File: config.mk
export PLATFORM = sky130hd
export DESIGN_NAME = utf8_byte_encoder_top_flat
export DESIGN_NICKNAME = d
export VERILOG_FILES = /design/src/hw/rtl/utf8e_pkg.sv /design/src/hw/rtl/utf8e_if.sv /design/src/hw/rtl/utf8_byte_encoder_top.sv /design/src/hw/rtl/utf8e_encode.sv /design/src/hw/rtl/utf8e_serializer.sv /design/src/flat_wrapper.sv
export SDC_FILE = /design/constraint.sdc
export NUM_CORES = 1
export LEC_CHECK = 0
export BUFFER_PORTS_ARGS = -buffer_cell sky130_fd_sc_hd__buf_2
export CAP_MARGIN = 20
export CORE_UTILIZATION = 55
export CTS_CLUSTER_DIAMETER = 100
export DETAILED_ROUTE_END_ITERATION = 16
export GPL_ROUTABILITY_DRIVEN = 1
export PLACE_DENSITY_LB_ADDON = 0.2
export SETUP_SLACK_MARGIN = 0.05
export SLEW_MARGIN = 0
export SYNTH_ARGS = -nofsm -noshare
export SYNTH_HDL_FRONTEND = slang
export SYNTH_HIERARCHICAL = 1
export SYNTH_SLANG_ARGS = --single-unit
File: constraint.sdc
create_clock -name clk -period 12.7 [get_ports clk]
set_clock_uncertainty 0.1 [all_clocks]
set_input_delay 2.54 -clock clk [delete_from_list [all_inputs] [get_ports clk]]
set_output_delay 2.54 -clock clk [all_outputs]
set_load 0.01 [all_outputs]
File: src/hw/rtl/utf8e_pkg.sv
// Package for the UTF-8 byte encoder: length limits, lead byte tables,
// the encoded-word type and the encode function.
// No dependencies.
package utf8e_pkg;

    localparam int unsigned MAX_BYTES = 6;

    // Upper bound of each encoding length (inclusive)
    localparam logic [31:0] LIM_1B = 32'h0000_007F;
    localparam logic [31:0] LIM_2B = 32'h0000_07FF;
    localparam logic [31:0] LIM_3B = 32'h0000_FFFF;
    localparam logic [31:0] LIM_4B = 32'h001F_FFFF;
    localparam logic [31:0] LIM_5B = 32'h03FF_FFFF;
    localparam logic [31:0] LIM_6B = 32'h7FFF_FFFF;

    // Replacement character U+FFFD
    localparam logic [7:0] REPL_B0 = 8'hEF;
    localparam logic [7:0] REPL_B1 = 8'hBF;
    localparam logic [7:0] REPL_B2 = 8'hBD;
    localparam logic [2:0] REPL_LEN = 3'd3;

    localparam logic [7:0] CONT_TAG = 8'h80;

    // Lead byte prefix and payload mask, indexed by encoding length
    localparam logic [7:0] LEAD_PREFIX [0:6] =
        '{8'h00, 8'h00, 8'hC0, 8'hE0, 8'hF0, 8'hF8, 8'hFC};
    localparam logic [7:0] LEAD_MASK [0:6] =
        '{8'h00, 8'h7F, 8'h1F, 8'h0F, 8'h07, 8'h03, 8'h01};

    typedef logic [2:0] len_t;

    // One fully encoded character, lead byte in entry 0
    typedef struct packed {
        logic [MAX_BYTES-1:0][7:0] bytes;
        len_t                      len;
    } enc_word_t;

    function automatic enc_word_t encode_char(logic [31:0] c);
        enc_word_t           w;
        len_t                n;
        len_t                k;
        logic [5:0][5:0]     g;
        w = '0;
        // six-bit payload groups, least significant first
        for (int i = 0; i < 5; i++)
        begin
            g[i] = c[6*i +: 6];
        end
        g[5] = {4'b0000, c[31:30]};

        if (c[31])
        begin
            w.bytes[0] = REPL_B0;
            w.bytes[1] = REPL_B1;
            w.bytes[2] = REPL_B2;
            w.len      = REPL_LEN;
        end
        else
        begin
            if ((c & ~LIM_1B) == 32'd0)      n = 3'd1;
            else if ((c & ~LIM_2B) == 32'd0) n = 3'd2;
            else if ((c & ~LIM_3B) == 32'd0) n = 3'd3;
            else if ((c & ~LIM_4B) == 32'd0) n = 3'd4;
            else if ((c & ~LIM_5B) == 32'd0) n = 3'd5;
            else                             n = 3'd6;

            // lead byte: ASCII passes seven bits, longer forms take the top group
            if (n == 3'd1)
            begin
                w.bytes[0] = {1'b0, c[6:0]};
            end
            else
            begin
                k = n - 3'd1;
                w.bytes[0] = LEAD_PREFIX[n] | ({2'b00, g[k]} & LEAD_MASK[n]);
            end

            // continuation bytes, most significant group first
            for (int i = 1; i < MAX_BYTES; i++)
            begin
                if (3'(i) < n)
                begin
                    k = n - 3'(i) - 3'd1;
                    w.bytes[i] = CONT_TAG | {2'b00, g[k]};
                end
            end
            w.len = n;
        end
        return w;
    endfunction

endpackage

File: src/hw/rtl/utf8e_if.sv
// Handshake channels of the UTF-8 encoder: code input and byte output.
// No dependencies.
interface utf8e_code_if;
    logic        valid;
    logic        ready;
    logic [31:0] code_point;

    modport source (output valid, output code_point, input ready);
    modport sink   (input valid, input code_point, output ready);
endinterface

interface utf8e_byte_if;
    logic       valid;
    logic       ready;
    logic [7:0] out_byte;
    logic       last_byte;

    modport source (output valid, output out_byte, output last_byte, input ready);
    modport sink   (input valid, input out_byte, input last_byte, output ready);
endinterface

File: src/hw/rtl/utf8_byte_encoder_top.sv
// UTF-8 byte encoder, original six-byte scheme. A code passes the input register
// and then the serializer before its lead byte is offered on the output.
// Throughput: one byte per cycle while the output is ready; a code of n bytes holds
// the output until all its bytes are taken, so one-byte codes run at one per cycle.
// The rate is set by the single byte output of the serializer.
// Reset (rst_n, async, low) empties the input register and the serializer.
module utf8_byte_encoder_top
(
    input  logic         clk,
    input  logic         rst_n,
    utf8e_code_if.sink   in_ch,
    utf8e_byte_if.source out_ch
);

    utf8e_pkg::enc_word_t word;
    logic                 word_valid;
    logic                 word_take;

    // Input register and encoder
    utf8e_encode u_encode
    (
        .clk        (clk),
        .rst_n      (rst_n),
        .in_ch      (in_ch),
        .word       (word),
        .word_valid (word_valid),
        .word_take  (word_take)
    );

    // Byte serializer
    utf8e_serializer u_serializer
    (
        .clk        (clk),
        .rst_n      (rst_n),
        .word       (word),
        .word_valid (word_valid),
        .word_take  (word_take),
        .out_ch     (out_ch)
    );

endmodule

File: src/hw/rtl/utf8e_encode.sv
// Input register of the UTF-8 encoder and the encode logic behind it.
// Depends on utf8e_pkg and utf8e_if.
module utf8e_encode
(
    input  logic                clk,
    input  logic                rst_n,
    utf8e_code_if.sink          in_ch,
    output utf8e_pkg::enc_word_t word,
    output logic                word_valid,
    input  logic                word_take
);

    logic        valid_reg;
    logic        valid_next;
    logic [31:0] code_reg;

    // Accept a new word whenever the held one is empty or leaving
    assign in_ch.ready = !valid_reg || word_take;

    always_comb
    begin
        valid_next = valid_reg;
        if (in_ch.ready)
        begin
            valid_next = in_ch.valid;
        end
    end

    always_ff @(posedge clk or negedge rst_n)
    begin
        if (!rst_n)
        begin
            valid_reg <= 1'b0;
        end
        else
        begin
            valid_reg <= valid_next;
        end
    end

    // Payload register, no reset needed
    always_ff @(posedge clk)
    begin
        if (in_ch.valid && in_ch.ready)
        begin
            code_reg <= in_ch.code_point;
        end
    end

    assign word       = utf8e_pkg::encode_char(code_reg);
    assign word_valid = valid_reg;

endmodule

File: src/hw/rtl/utf8e_serializer.sv
// Byte serializer: holds one encoded character and sends it a byte a word.
// Depends on utf8e_pkg and utf8e_if.
module utf8e_serializer
(
    input  logic                 clk,
    input  logic                 rst_n,
    input  utf8e_pkg::enc_word_t word,
    input  logic                 word_valid,
    output logic                 word_take,
    utf8e_byte_if.source         out_ch
);

    logic [utf8e_pkg::MAX_BYTES-1:0][7:0] pending_bytes_reg;
    utf8e_pkg::len_t bytes_left_reg;
    utf8e_pkg::len_t bytes_left_next;
    logic [2:0]      idx_reg;
    logic [2:0]      idx_next;
    logic            out_fire;
    logic            is_last;

    assign is_last  = (bytes_left_reg == 3'd1);
    assign out_fire = out_ch.valid && out_ch.ready;

    // Load the next character when empty or on the final byte going out
    assign word_take = word_valid && (bytes_left_reg == 3'd0 || (out_fire && is_last));

    always_comb
    begin
        bytes_left_next = bytes_left_reg;
        idx_next        = idx_reg;
        if (word_take)
        begin
            bytes_left_next = word.len;
            idx_next        = 3'd0;
        end
        else if (out_fire)
        begin
            bytes_left_next = bytes_left_reg - 3'd1;
            idx_next        = idx_reg + 3'd1;
        end
    end

    always_ff @(posedge clk or negedge rst_n)
    begin
        if (!rst_n)
        begin
            bytes_left_reg <= 3'd0;
            idx_reg        <= 3'd0;
        end
        else
        begin
            bytes_left_reg <= bytes_left_next;
            idx_reg        <= idx_next;
        end
    end

    // Byte buffer, written whole on load
    always_ff @(posedge clk)
    begin
        if (word_take)
        begin
            pending_bytes_reg <= word.bytes;
        end
    end

    assign out_ch.valid     = (bytes_left_reg != 3'd0);
    assign out_ch.out_byte  = pending_bytes_reg[idx_reg];
    assign out_ch.last_byte = is_last;

    // Checks
    a_left_range: assert property (@(posedge clk) disable iff (!rst_n)
        bytes_left_reg <= 3'd6)
        else $error("bytes_left out of range");

    a_idx_bound: assert property (@(posedge clk) disable iff (!rst_n)
        out_ch.valid |-> ({1'b0, idx_reg} + {1'b0, bytes_left_reg}) <= 4'd6)
        else $error("byte index runs past buffer");

    a_drain: assert property (@(posedge clk) disable iff (!rst_n)
        (out_fire && is_last && !word_take) |=> !out_ch.valid)
        else $error("serializer did not empty after last byte");

    a_step: assert property (@(posedge clk) disable iff (!rst_n)
        (out_fire && !is_last) |=> (idx_reg == $past(idx_reg) + 3'd1))
        else $error("byte index did not advance");

    a_load: assert property (@(posedge clk) disable iff (!rst_n)
        word_take |=> (idx_reg == 3'd0 && bytes_left_reg != 3'd0))
        else $error("load did not start a new character");

endmodule

File: src/flat_wrapper.sv
// flat-port wrapper written by rule: the top's interface ports become plain ports
module utf8_byte_encoder_top_flat 
  (clk, rst_n, in_ch_valid, in_ch_code_point, in_ch_ready, out_ch_valid, out_ch_out_byte, out_ch_last_byte, out_ch_ready);
  utf8e_code_if in_ch_i ();
  utf8e_byte_if out_ch_i ();
  input  logic clk;
  input  logic rst_n;
  input wire logic [$bits(in_ch_i.valid)-1:0] in_ch_valid;
  input wire logic [$bits(in_ch_i.code_point)-1:0] in_ch_code_point;
  output wire logic [$bits(in_ch_i.ready)-1:0] in_ch_ready;
  output wire logic [$bits(out_ch_i.valid)-1:0] out_ch_valid;
  output wire logic [$bits(out_ch_i.out_byte)-1:0] out_ch_out_byte;
  output wire logic [$bits(out_ch_i.last_byte)-1:0] out_ch_last_byte;
  input wire logic [$bits(out_ch_i.ready)-1:0] out_ch_ready;
  assign in_ch_i.valid = in_ch_valid;
  assign in_ch_i.code_point = in_ch_code_point;
  assign in_ch_ready = in_ch_i.ready;
  assign out_ch_valid = out_ch_i.valid;
  assign out_ch_out_byte = out_ch_i.out_byte;
  assign out_ch_last_byte = out_ch_i.last_byte;
  assign out_ch_i.ready = out_ch_ready;
  utf8_byte_encoder_top u_core (.clk(clk), .rst_n(rst_n), .in_ch(in_ch_i), .out_ch(out_ch_i));
endmodule
==> impl_metrics.yaml <==
detailed_routing:
  drt_pass1_iterations: 5
  routed_wire_length_on_met3_um: 845
  num_vias: 3462
  drt_iter0_markers: 307
  detail_route.drc_violations: 0
  wl_um: 10540
  wl_met1_um: 4551
  avgRoutedWirePerCell_um: 18.82
  via_per_inst: 6.182
  wl_met2_um: 4898
  routed.top_layer: "met4"
  route.antenna.remaining_nets: 0
floorplan:
  die_width_um: 97.24
  die_h_um: 97.24
  num_io_pins: 47
  initial_utilization: 0.5692
  number_of_placement_rows: 34
  floorplan.die_area_mm2: 0.009455
  coreArea_mm2: 0.008763
cells_and_area:
  layout-area-overhead-vs-synth_pct: 8.302
  finalNetCount: 500
  largest_register_ff_count: 48
  multi_input_comb_area_mm2: 0.002138
  final_common_cell: "edfxtp_1"
  post_route_cells_drive_above_1_share: 0.2235
  mostFrequentLayoutCells: "edfxtp_1, buf_2, nand2_1, inv_1, mux2i_1"
  insertedDiodeCount: 0
  fillerInstances: 703
  layout.area.seq_mm2: 0.002577
clocking:
  clockRootBuffer: "clkbuf_8"
  htree_levels: 3
  tritoncts: "yes"
  worst_case_clock_buffer_depth: 2
  post_cts.resized_instances: 0
  cts_num_sinks: 87
  cts.repair_timing.setup_buffer_count: 0
  tritoncts.num_buffers: 9
  cts.hold.buffers_added: 0
  clk_transition_reported_paths_ns: 0.09
  clock_insertion_delay_worst_skew_ns: 0.34
timing:
  finalMaxSlewViolations: 0
  finalHoldViolCount: 0
  final-setup-viol-count: 0
  fin_crit_sh: 0.5119
  finalCriticalPeriod_ns: 6.501
  achievable-frequency_mhz: 153.8
  grt_setup_unrepaired: "no"
  setup_total_negative_slack_ns: 0
  tightest_slew_ns: 1.024
  max_slew_margin: 0.3172
pwr:
  finalPower_mw: 0.9631
  irDropWorstVdd_v: 0.00008319
  leakage_nw: 2.044
  power_density_relative_to_cell_area_mw_per_mm2: 178.3
place:
  io_buffer_count: 46
  hpwl_um: 7493
  gp_congestion: 0.9424
global_routing:
  wire_length_of_the_first_global_routing_pass_um: 17330
  grt_start_max_net_pins: 57
  global_route.usage.total: 0.2369
  first_global_vias: 3388
  antenna_violations_before_repair: 0
  global_route.overflow_total: 0
worst_hold_path:
  hold_path_class: "reg2reg"
synth:
  post_synth_num_cell_types: 68
  syn_avg_cell_area_um2: 12.17
  post_synth_instance_area_mm2: 0.004989
  synth-seq-area-share: 0.5167
  ys_dominant_reg_cell: "edfxtp_1"
  yosys_warnings: 6
  ys_ff_latch: 87
  synth_async_sr_flop_share: 0.08046
  synth_enable_flop_cells: 80
  synth_cells: 410
worst_setup_path:
  cpMaxStageDelayCell: "buf_4"
  path_common_cell: "buf_2"
  end_kind: "primary output"
  crit_buf_inv: 3
  family_of_cells_with_the_greatest_summed_delay_on_the_critical_path: "buffers and inverters"
  setup.worst_path.class: "in2out"
  critPathMaxFanout: 56
  critical_path.max_stage_delay_ns: 0.55
  critPathLaunchType: "primary input"
  critical_path_arrival_ns: 3.86
  path_cells: "buf_2 > a21oi_1 > nor3b_4 > buf_4 > nand2b_1 > buf_2"
  worstPathRequired_ns: 10.06
outcome:
  outcome: "finished, final reports clean"
flow_run:
  maxCapViolations: 0
## final timing paths
| check | start | end | slack (ns) | depth (start not counted) |
|---|---|---|---|---|
| max | out_ch_ready | in_ch_ready | 6.20 | 6 |
| min | u_core/u_serializer/bytes_left_reg[0] | u_core/u_serializer/bytes_left_reg[0] | 0.42 | 1 |
| max reg2reg | u_core/u_encode/code_reg[7] | u_core/u_serializer/pending_bytes_reg[9] | 8.15 | 10 |
| min reg2reg | u_core/u_serializer/bytes_left_reg[0] | u_core/u_serializer/bytes_left_reg[0] | 0.42 | 1 |
| max in group asynchronous | rst_n | u_core/u_serializer/idx_reg[2] | 10.44 | 1 |
| min in group asynchronous | rst_n | u_core/u_serializer/idx_reg[0] | 1.91 | 1 |
## synth_stat cells, types with 7 or more instances
cell type,count,share of area
a21o_1,7,0.011
clkbuf_1,12,0.0090
nand2_1,30,0.023
nor2_1,20,0.015
nand2b_1,7,0.0088
dfrtp_1,7,0.035
inv_1,30,0.023
buf_4,7,0.011
o22ai_1,11,0.014
edfxtp_1,80,0.48
a21oi_1,16,0.016
ha_1,17,0.043
and3_1,8,0.010
mux4_2,14,0.063
mux2i_1,29,0.058
o21ai_0,8,0.0080
## per-stage QoR
step                instances  setup WS [ns]  cell area (µm²)    util  hold slack [ns]
global route              560          6.092             5403  0.6165           0.4470
global placement          544          6.256             5223  0.5959           0.3979
detailed placement        544          6.185             5223  0.5959           0.4104
floorplan                 414          4.992             5004       -           0.3743
finish                    560          6.199             5403  0.6165           0.4196
CTS                       560          6.185             5403  0.6165           0.4235
## layout make-up
| class | count | area share |
|---|---|---|
| tap | 108 | 0.02501 |
| sequential | 87 | 0.4771 |
| clock buffer | 10 | 0.02547 |
| timing repair buffer | 49 | 0.04678 |
| inverter | 31 | 0.02200 |
| clock inverter | 6 | 0.007874 |
| multi-input combinational | 269 | 0.3958 |
## kinds of logic after synthesis
family                   after synthesis  share of synthesized area
other                                  1                  0.0007517
adder cells (fa/ha/maj)               17                    0.04264
XOR/XNOR                               2                   0.003512
AO/OA/AOI/OAI                         92                     0.1342
AND/OR/NAND/NOR                      106                     0.1124
buffers and inverters                 58                    0.05894
flip-flops                            87                     0.5167
multiplexers                          47                     0.1309
## metal layers
layer | up-vias | track usage
li1 | 1618 | -
met1 | 1638 | 0.3380
met2 | 180 | 0.3586
met3 | 26 | 0.04173
met4 | 0 | 0.1041
met5 | - | 0
## power breakdown
group	switching, mW	internal, mW	leakage (nW)
sequential	0.0679	0.409	0.791
clock	0.0997	0.0772	0.0891
combinational	0.166	0.143	1.16
total	0.334	0.629	2.04
Note: power is estimated with default switching activity, not from simulation.
